`src/rbsp_pkg.sv`:
```
// Shared types and constants for the RGBA to 24-bit BMP stream packer.
`timescale 1ns / 1ps

package rbsp_pkg;

  localparam int unsigned DimW = 13;
  localparam int unsigned HdrBytes = 54;

  typedef struct packed {
    logic [7:0] blue;
    logic [7:0] green;
    logic [7:0] red;
    logic       hdr;
    logic [1:0] pad;
    logic       eoi;
  } entry_t;

endpackage

```
`src/rbsp_front.sv`:
```
// Front end: accepts pixels, tracks row and column, and classifies each pixel.
`timescale 1ns / 1ps

module rbsp_front #(
  parameter int unsigned MAX_WIDTH  = 4096,
  parameter int unsigned MAX_HEIGHT = 4096
) (
  input  logic                         clk_i,
  input  logic                         rst_ni,
  input  logic                         in_valid_i,
  output logic                         in_ready_o,
  input  logic [7:0]                   red_i,
  input  logic [7:0]                   green_i,
  input  logic [7:0]                   blue_i,
  input  logic [rbsp_pkg::DimW-1:0]    width_i,
  input  logic [rbsp_pkg::DimW-1:0]    height_i,
  input  logic                         full_i,
  output logic                         push_o,
  output rbsp_pkg::entry_t             entry_o
);

  localparam int unsigned CW = (MAX_WIDTH > 1) ? $clog2(MAX_WIDTH) : 1;
  localparam int unsigned RW = (MAX_HEIGHT > 1) ? $clog2(MAX_HEIGHT) : 1;

  logic [CW-1:0] col_q, col_d;
  logic [RW-1:0] row_q, row_d;
  logic [16:0]   col_nx;
  logic [16:0]   row_nx;
  logic          row_end;
  logic          frame_end;

  assign in_ready_o = !full_i;
  assign push_o     = in_valid_i && in_ready_o;

  assign col_nx    = 17'(col_q) + 17'd1;
  assign row_nx    = 17'(row_q) + 17'd1;
  assign row_end   = col_nx >= 17'(width_i);
  assign frame_end = row_end && (row_nx >= 17'(height_i));

  always_comb begin
    entry_o.blue  = blue_i;
    entry_o.green = green_i;
    entry_o.red   = red_i;
    entry_o.hdr   = (col_q == '0) && (row_q == '0);
    entry_o.pad   = row_end ? width_i[1:0] : 2'd0;
    entry_o.eoi   = frame_end;
    col_d = row_end ? '0 : col_nx[CW-1:0];
    row_d = row_q;
    if (row_end) begin
      row_d = frame_end ? '0 : row_nx[RW-1:0];
    end
  end

  always_ff @(posedge clk_i or negedge rst_ni) begin
    if (!rst_ni) begin
      col_q <= '0;
      row_q <= '0;
    end else if (push_o) begin
      col_q <= col_d;
      row_q <= row_d;
    end
  end

endmodule

```
`src/rbsp_queue.sv`:
```
// Two-entry queue between the front end and the byte sequencer.
`timescale 1ns / 1ps

module rbsp_queue (
  input  logic             clk_i,
  input  logic             rst_ni,
  input  logic             push_i,
  input  rbsp_pkg::entry_t entry_i,
  output logic             full_o,
  input  logic             pop_i,
  output logic             head_valid_o,
  output rbsp_pkg::entry_t head_o
);

  rbsp_pkg::entry_t mem_q [2];
  logic             wr_ptr_q;
  logic             rd_ptr_q;
  logic [1:0]       cnt_q;

  assign full_o       = cnt_q == 2'd2;
  assign head_valid_o = cnt_q != 2'd0;
  assign head_o       = mem_q[rd_ptr_q];

  always_ff @(posedge clk_i) begin
    if (push_i) begin
      mem_q[wr_ptr_q] <= entry_i;
    end
  end

  always_ff @(posedge clk_i or negedge rst_ni) begin
    if (!rst_ni) begin
      wr_ptr_q <= 1'b0;
      rd_ptr_q <= 1'b0;
      cnt_q    <= 2'd0;
    end else begin
      if (push_i) begin
        wr_ptr_q <= !wr_ptr_q;
      end
      if (pop_i) begin
        rd_ptr_q <= !rd_ptr_q;
      end
      if (push_i && !pop_i) begin
        cnt_q <= cnt_q + 2'd1;
      end else if (pop_i && !push_i) begin
        cnt_q <= cnt_q - 2'd1;
      end
    end
  end

endmodule

```
`src/rbsp_back.sv`:
```
// Back end: turns each queued pixel into header, pixel and padding bytes.
`timescale 1ns / 1ps

module rbsp_back (
  input  logic                      clk_i,
  input  logic                      rst_ni,
  input  logic                      head_valid_i,
  input  rbsp_pkg::entry_t          head_i,
  output logic                      pop_o,
  input  logic [rbsp_pkg::DimW-1:0] width_i,
  input  logic [rbsp_pkg::DimW-1:0] height_i,
  input  logic [31:0]               img_size_i,
  input  logic [31:0]               file_size_i,
  output logic                      out_valid_o,
  input  logic                      out_ready_i,
  output logic [7:0]                out_byte_o,
  output logic                      last_of_run_o,
  output logic                      end_of_image_o
);

  localparam logic [1:0] ST_NEW = 2'd0;
  localparam logic [1:0] ST_HDR = 2'd1;
  localparam logic [1:0] ST_PIX = 2'd2;
  localparam logic [1:0] ST_PAD = 2'd3;

  localparam logic [7:0]  MagicB    = 8'h42;
  localparam logic [7:0]  MagicM    = 8'h4D;
  localparam logic [7:0]  NumPlanes = 8'd1;
  localparam logic [7:0]  BitsPix   = 8'd24;
  localparam logic [31:0] InfoSize  = 32'd40;

  function automatic logic [7:0] hdr_byte(input logic [5:0]  idx,
                                          input logic [12:0] w,
                                          input logic [12:0] h,
                                          input logic [31:0] img,
                                          input logic [31:0] fsize);
    logic [31:0] word;
    logic [7:0]  b;
    logic [1:0]  sel;
    word = '0;
    b    = '0;
    sel  = idx[1:0] - 2'd2;
    case (idx) inside
      6'd0:          b = MagicB;
      6'd1:          b = MagicM;
      [6'd2:6'd5]:   word = fsize;
      [6'd10:6'd13]: word = 32'(rbsp_pkg::HdrBytes);
      [6'd14:6'd17]: word = InfoSize;
      [6'd18:6'd21]: word = 32'(w);
      [6'd22:6'd25]: word = 32'd0 - 32'(h);
      6'd26:         b = NumPlanes;
      6'd28:         b = BitsPix;
      [6'd34:6'd37]: word = img;
      default:       b = '0;
    endcase
    case (sel)
      2'd0:    b = b | word[7:0];
      2'd1:    b = b | word[15:8];
      2'd2:    b = b | word[23:16];
      default: b = b | word[31:24];
    endcase
    return b;
  endfunction

  logic [1:0] st_q, st_d, cur_st;
  logic [5:0] idx_q, idx_d;
  logic       out_valid_q;
  logic [7:0] byte_q, byte_d;
  logic       last_q, eoi_q;
  logic       advance, fire, last;

  assign advance = !out_valid_q || out_ready_i;
  assign fire    = head_valid_i && advance;
  assign pop_o   = fire && last;

  always_comb begin
    cur_st = st_q;
    if (st_q == ST_NEW) begin
      cur_st = head_i.hdr ? ST_HDR : ST_PIX;
    end
    st_d   = cur_st;
    idx_d  = idx_q;
    byte_d = '0;
    last   = 1'b0;
    unique case (cur_st)
      ST_HDR: begin
        byte_d = hdr_byte(idx_q, width_i, height_i, img_size_i, file_size_i);
        if (idx_q == 6'(rbsp_pkg::HdrBytes - 1)) begin
          st_d  = ST_PIX;
          idx_d = '0;
        end else begin
          idx_d = idx_q + 6'd1;
        end
      end
      ST_PIX: begin
        case (idx_q[1:0])
          2'd0:    byte_d = head_i.blue;
          2'd1:    byte_d = head_i.green;
          default: byte_d = head_i.red;
        endcase
        if (idx_q == 6'd2) begin
          if (head_i.pad == 2'd0) begin
            last = 1'b1;
          end else begin
            st_d  = ST_PAD;
            idx_d = '0;
          end
        end else begin
          idx_d = idx_q + 6'd1;
        end
      end
      ST_PAD: begin
        if (idx_q[1:0] == head_i.pad - 2'd1) begin
          last = 1'b1;
        end else begin
          idx_d = idx_q + 6'd1;
        end
      end
      default: begin
        st_d = ST_NEW;
      end
    endcase
    if (last) begin
      st_d  = ST_NEW;
      idx_d = '0;
    end
  end

  always_ff @(posedge clk_i or negedge rst_ni) begin
    if (!rst_ni) begin
      st_q        <= ST_NEW;
      idx_q       <= '0;
      out_valid_q <= 1'b0;
    end else begin
      if (fire) begin
        st_q  <= st_d;
        idx_q <= idx_d;
      end
      if (advance) begin
        out_valid_q <= head_valid_i;
      end
    end
  end

  always_ff @(posedge clk_i) begin
    if (fire) begin
      byte_q <= byte_d;
      last_q <= last;
      eoi_q  <= last && head_i.eoi;
    end
  end

  assign out_valid_o    = out_valid_q;
  assign out_byte_o     = byte_q;
  assign last_of_run_o  = last_q;
  assign end_of_image_o = eoi_q;

  a_eoi_is_last: assert property (@(posedge clk_i) disable iff (!rst_ni)
    (out_valid_o && end_of_image_o) |-> last_of_run_o)
    else $error("end of image flagged on a byte that does not end its transaction");

  a_pop_has_head: assert property (@(posedge clk_i) disable iff (!rst_ni)
    pop_o |-> head_valid_i)
    else $error("queue popped while empty");

  a_pad_nonzero: assert property (@(posedge clk_i) disable iff (!rst_ni)
    (st_q == ST_PAD) |-> (head_valid_i && head_i.pad != 2'd0))
    else $error("padding state without padding bytes to send");

  a_hdr_in_range: assert property (@(posedge clk_i) disable iff (!rst_ni)
    (st_q == ST_HDR) |-> (head_valid_i && head_i.hdr &&
                          idx_q < 6'(rbsp_pkg::HdrBytes)))
    else $error("header index out of range or header without a first pixel");

  a_new_starts_clean: assert property (@(posedge clk_i) disable iff (!rst_ni)
    (st_q == ST_NEW) |-> (idx_q == 6'd0))
    else $error("byte index not cleared between transactions");

endmodule

```
`src/rgba_to_bmp24_stream_packer_top.sv`:
```
// Top level of the RGBA to 24-bit top-down BMP stream packer.
//
// Pixels enter in raster order on the input channel (in_valid_i/in_ready_o)
// and leave as BMP file bytes on the output channel (out_valid_o/out_ready_i),
// one byte per transaction. The first pixel of a frame is preceded by the
// 54-byte file header; each pixel gives blue, green and red bytes, and the
// last pixel of a row appends (width mod 4) zero bytes. last_of_run_o marks
// the final byte of each pixel and end_of_image_o the final byte of the file.
// Width and height are set through the APB port at addresses 0 and 4.
// The first byte of a pixel is registered in the queue, then in the output
// register, which sends one byte per cycle while out_ready_i is high. A pixel
// gives 3 bytes plus its padding, plus 54 header bytes on a frame's first
// pixel. A two-entry queue lets pixels be accepted while bytes still drain.
// Reset empties the queue, clears the row and column counters and sets both
// dimensions to 1. When the receiver stalls, the output byte is held and the
// queue fills, after which in_ready_o drops until bytes are taken again.
`timescale 1ns / 1ps

module rgba_to_bmp24_stream_packer_top #(
  parameter int unsigned MAX_WIDTH  = 4096,
  parameter int unsigned MAX_HEIGHT = 4096
) (
  input  logic        clk_i,
  input  logic        rst_ni,
  input  logic        psel,
  input  logic        penable,
  input  logic        pwrite,
  input  logic [2:0]  paddr,
  input  logic [31:0] pwdata,
  output logic [31:0] prdata,
  output logic        pready,
  input  logic        in_valid_i,
  output logic        in_ready_o,
  input  logic [7:0]  red_i,
  input  logic [7:0]  green_i,
  input  logic [7:0]  blue_i,
  output logic        out_valid_o,
  input  logic        out_ready_i,
  output logic [7:0]  out_byte_o,
  output logic        last_of_run_o,
  output logic        end_of_image_o
);

  localparam int unsigned DW = rbsp_pkg::DimW;

  logic [DW-1:0]    width_q, height_q;
  logic [DW-1:0]    width_eff, height_eff;
  logic [14:0]      row_bytes;
  logic [27:0]      img_prod;
  logic [31:0]      img_q, fsize_q;
  logic             cfg_wr;
  logic             push, full, pop, head_valid;
  rbsp_pkg::entry_t entry, head;

  assign pready = 1'b1;
  assign cfg_wr = psel && penable && pwrite;
  assign prdata = paddr[2] ? 32'(height_q) : 32'(width_q);

  always_ff @(posedge clk_i or negedge rst_ni) begin
    if (!rst_ni) begin
      width_q  <= DW'(1);
      height_q <= DW'(1);
    end else if (cfg_wr) begin
      if (paddr[2]) begin
        height_q <= pwdata[DW-1:0];
      end else begin
        width_q <= pwdata[DW-1:0];
      end
    end
  end

  always_comb begin
    width_eff = width_q;
    if (width_q == '0) begin
      width_eff = DW'(1);
    end else if (32'(width_q) > 32'(MAX_WIDTH)) begin
      width_eff = DW'(MAX_WIDTH);
    end
    height_eff = height_q;
    if (height_q == '0) begin
      height_eff = DW'(1);
    end else if (32'(height_q) > 32'(MAX_HEIGHT)) begin
      height_eff = DW'(MAX_HEIGHT);
    end
  end

  assign row_bytes = (15'(width_eff) + {1'b0, width_eff, 1'b0} + 15'd3) & 15'h7FFC;
  assign img_prod  = 28'(row_bytes) * 28'(height_eff);

  always_ff @(posedge clk_i) begin
    img_q   <= 32'(img_prod);
    fsize_q <= img_q + 32'(rbsp_pkg::HdrBytes);
  end

  rbsp_front #(
    .MAX_WIDTH  (MAX_WIDTH),
    .MAX_HEIGHT (MAX_HEIGHT)
  ) u_front (
    .clk_i      (clk_i),
    .rst_ni     (rst_ni),
    .in_valid_i (in_valid_i),
    .in_ready_o (in_ready_o),
    .red_i      (red_i),
    .green_i    (green_i),
    .blue_i     (blue_i),
    .width_i    (width_eff),
    .height_i   (height_eff),
    .full_i     (full),
    .push_o     (push),
    .entry_o    (entry)
  );

  rbsp_queue u_queue (
    .clk_i        (clk_i),
    .rst_ni       (rst_ni),
    .push_i       (push),
    .entry_i      (entry),
    .full_o       (full),
    .pop_i        (pop),
    .head_valid_o (head_valid),
    .head_o       (head)
  );

  rbsp_back u_back (
    .clk_i          (clk_i),
    .rst_ni         (rst_ni),
    .head_valid_i   (head_valid),
    .head_i         (head),
    .pop_o          (pop),
    .width_i        (width_eff),
    .height_i       (height_eff),
    .img_size_i     (img_q),
    .file_size_i    (fsize_q),
    .out_valid_o    (out_valid_o),
    .out_ready_i    (out_ready_i),
    .out_byte_o     (out_byte_o),
    .last_of_run_o  (last_of_run_o),
    .end_of_image_o (end_of_image_o)
  );

endmodule

```
`config.mk`:
```
export PLATFORM = sky130hd
export DESIGN_NAME = rgba_to_bmp24_stream_packer_top
export DESIGN_NICKNAME = d
export VERILOG_FILES = /design/src/rbsp_pkg.sv /design/src/rbsp_front.sv /design/src/rbsp_queue.sv /design/src/rbsp_back.sv /design/src/rgba_to_bmp24_stream_packer_top.sv
export SDC_FILE = /design/constraint.sdc
export NUM_CORES = 1
export LEC_CHECK = 0
export CAP_MARGIN = 30
export CORE_MARGIN = 3
export CORE_UTILIZATION = 35
export DETAILED_ROUTE_END_ITERATION = 8
export DONT_BUFFER_PORTS = 1
export PLACE_DENSITY_LB_ADDON = 0.2
export RECOVER_POWER = 25
export SETUP_SLACK_MARGIN = 0.05
export SYNTH_ARGS = -nofsm -noshare
export SYNTH_HDL_FRONTEND = slang
export SYNTH_SLANG_ARGS = --single-unit
```
`constraint.sdc`:
```
create_clock -name clk_i -period 7.3 [get_ports clk_i]
set_input_delay 0.365 -clock clk_i [delete_from_list [all_inputs] [get_ports clk_i]]
set_output_delay 0.365 -clock clk_i [all_outputs]
set_load 0.005 [all_outputs]
```
==> impl_metrics.toml <==
[cells_and_area]
fillers = 4409
syn_to_final_growth_pct = 17.1
mostFrequentLayoutCell = "inv_1"
mostFrequentLayoutCells = "inv_1 (201), nor2_1 (169), nand2_1 (152)"
nets = 2138
diodes = 0
post-route-util_pct = 41.7
drive_gt1_share_pct = 17.1

[clock_network]
cts_buffers = 17
htreeDepth = 4
root_buffer = "clkbuf_16"
path_clk_slew_ns = 0.08
tritoncts = "built"
cts_buffer_depth = 2
cts_sinks = 182
insertion_delay_ns = 0.46

[yosys]
yosysTopAreaCellShare_pct = 15.3
async_flop_share_pct = 34.6
ys_ff_latch = 182
synth_top_cell_by_area = "fa_1"
synth_cells = 1714
synthDistinctLibCells = 89
synth_area_leaders = "fa_1 (15%), edfxtp_1 (13%), ha_1 (9.7%)"
synth_area_per_cell_um2 = 9.23
synth_edf_count = 66
synth_ff_type = "edfxtp_1"
yosys_warnings = 0
syn-cell-area_um2 = 15800
seq_area_frac_synth_pct = 29.2

[worst_setup_path]
critical_path_required_ns = 7.69
cpMostUsedCell = "fa_1"
crit_path_end_kind = "flop"
critPathMaxStageDelay_ns = 0.55
cp_max_fo = 3
path_class = "flop to flop"
worstSetupStartpointType = "flop"
slowest_stage = "fa_1"
arrival_ns = 7.78

[detailed_routing]
avgRoutedWirePerCell_um = 18.3
drt-pass1-iter-count = 5
wirelength_mm = 44.5
viasPerCell = 5.14
drt_iter0_markers = 718
via_count = 12500
ant_nets = 0
drc = 0

[sta]
skew_ns = 0.0147
finalHoldViolCount = 0
fin_crit_sh_pct = 101
rsz0062_at_grt = "yes"
setup_viol = 4
setup_ws_ns = -0.0935
slew_violations = 64
post-route-min-period_ns = 7.39
fmax_ghz = 0.135
relSlewSlack_pct = -139
worst-slew-pin-transition_ns = 3.58

[status]
violations = "capacitance limit, slew limit, setup timing"
status = "complete, but fails checks"

[global_route]
grtUsageTotal_pct = 18.6
grt_pass1_wl_mm = 69.4
grt_pass1_vias = 12600
met2_usage_pct = 29.7
use_met3_pct = 3.59
met1_usage_pct = 25.7
top_usage_layer = "met2"
overflow = 0
antenna_found_initial = 0
grt_start_max_net_pins = 64

[die]
num_rows = 77
design.die.area_um2 = 47800
die_w_um = 219
io_pins = 111
fp.coreArea_um2 = 44400
die-height_um = 219
initial_core_util_pct = 35.6

[placement]
gp_congestion = 0.851
hpwl_mm = 35.0
portBuffers = 0

[job]
cap_viol_max_count = 1

[min_path]
hold_path.class = "input pin to flop"
[critical path: cells and delay by family, from the launching register on]
family | cells | cell delay (ns)
AO/OA/AOI/OAI | 9 | 1.50
adder cells (fa/ha/maj) | 7 | 2.98
flip-flops | 1 | 0.41
buffers and inverters | 5 | 0.37
XOR/XNOR | 2 | 0.33
AND/OR/NAND/NOR | 9 | 1.73
[stage by stage]
| step | hold slack [ns] | setup slack, ns | instance area (µm²) | instances | setup TNS, ns |
|---|---|---|---|---|---|
| 6_report | 0.0542 | -0.0935 | 18500 | 2433 | -0.158 |
| 5_1_grt | 0.0386 | -0.481 | 18500 | 2433 | -2.39 |
| 4_1_cts | 0.0336 | -0.180 | 18300 | 2426 | -0.636 |
| 3_5_place_dp | 0.0708 | -0.304 | 17300 | 2358 | -1.23 |
| 3_3_place_gp | 0.0709 | -0.247 | 17300 | 2358 | -0.834 |
| 2_1_floorplan | 0.0694 | 0.0573 | 16000 | 1732 | 0 |
[final timing paths]
check                            start                end  slack (ns)  cells after the start
max reg2reg                width_q[10]          img_q[27]       -0.09                     32
min                          pwdata[0]        height_q[0]        0.05                      1
min reg2reg                   img_q[2]         fsize_q[2]        0.42                      1
min in group asynchronous       rst_ni  u_front.col_q[11]        1.70                      2
max in group asynchronous       rst_ni        width_q[12]        3.32                      2
max                        width_q[10]          img_q[27]       -0.09                     32
[cell type report]
class                   instances  area (µm²)  share of cell area, %
inverters                     209         785                   4.23
multi-input cells            1247       10500                   56.4
well taps                     592         741                   4.00
flip-flops and latches        182        4620                   25.0
clock inverters                14         136                  0.736
repair buffers                171        1360                   7.33
clock buffers                  18         429                   2.32
[repair_timing]
item                                    in CTS  in global routing
hold buffers                                26                  0
gates resized for setup                     23                 43
cloned                                       0                  0
pin swaps                                   29                 45
endpoints found under the setup margin       8                 14
endpoints found under the hold margin      111                  0
setup buffers                               10                  7
[metal layers]
metal / wire [µm] / up-vias
met5: 0 / -
met4: 935 / 0
met3: 2180 / 53
met2: 20800 / 250
met1: 20700 / 6232
li1: - / 5978
[flip-flops by register name (all words and copies together), names as in the netlist]
register               flops
fsize_q                   27
height_q                  13
img_q                     26
u_back.end_of_image_o      1
u_back.idx_q               6
u_back.last_of_run_o       1
u_back.out_byte_o          8
u_back.out_valid_o         1
u_back.st_q                2
u_front.col_q             12
u_front.row_q             12
u_queue.cnt_q              2
u_queue.mem_q             56
u_queue.rd_ptr_q           1
u_queue.wr_ptr_q           1
width_q                   13
[kinds of logic (layout without fill, tap and decap cells)]
group / count (synthesis) / after routing / share of synthesized area (%)
simple gates: 525 / 525 / 15.5
compound gates: 303 / 303 / 12.9
mux: 52 / 52 / 3.81
flops: 182 / 182 / 29.2
buf+inv: 303 / 412 / 7.76
fa+ha+maj: 244 / 244 / 25.0
other cells: 2 / 20 / 0.0475
xor+xnor: 103 / 103 / 5.70
[cells in the mapped netlist, drive strengths merged, types with 5 or more instances]
| cell type | count |
|---|---|
| a2111oi | 6 |
| a211oi | 17 |
| a21o | 18 |
| a21oi | 67 |
| a22o | 16 |
| a22oi | 13 |
| a31oi | 20 |
| and2 | 5 |
| and3 | 17 |
| buf | 37 |
| clkbuf | 57 |
| dfrtp | 61 |
| dfxtp | 53 |
| edfxtp | 66 |
| fa | 121 |
| ha | 123 |
| inv | 209 |
| mux2 | 41 |
| mux2i | 11 |
| nand2 | 155 |
| nand2b | 21 |
| nand3 | 43 |
| nand4 | 13 |
| nor2 | 174 |
| nor2b | 20 |
| nor3 | 26 |
| nor3b | 5 |
| nor4 | 9 |
| o2111ai | 5 |
| o211ai | 8 |
| o21a | 6 |
| o21ai | 74 |
| o31ai | 5 |
| or2 | 10 |
| or3 | 14 |
| xnor2 | 63 |
| xor2 | 40 |
Power is left out: the tool's default activity adds up to more than one toggle a clock period on the data nets, which glitch-free logic cannot reach.
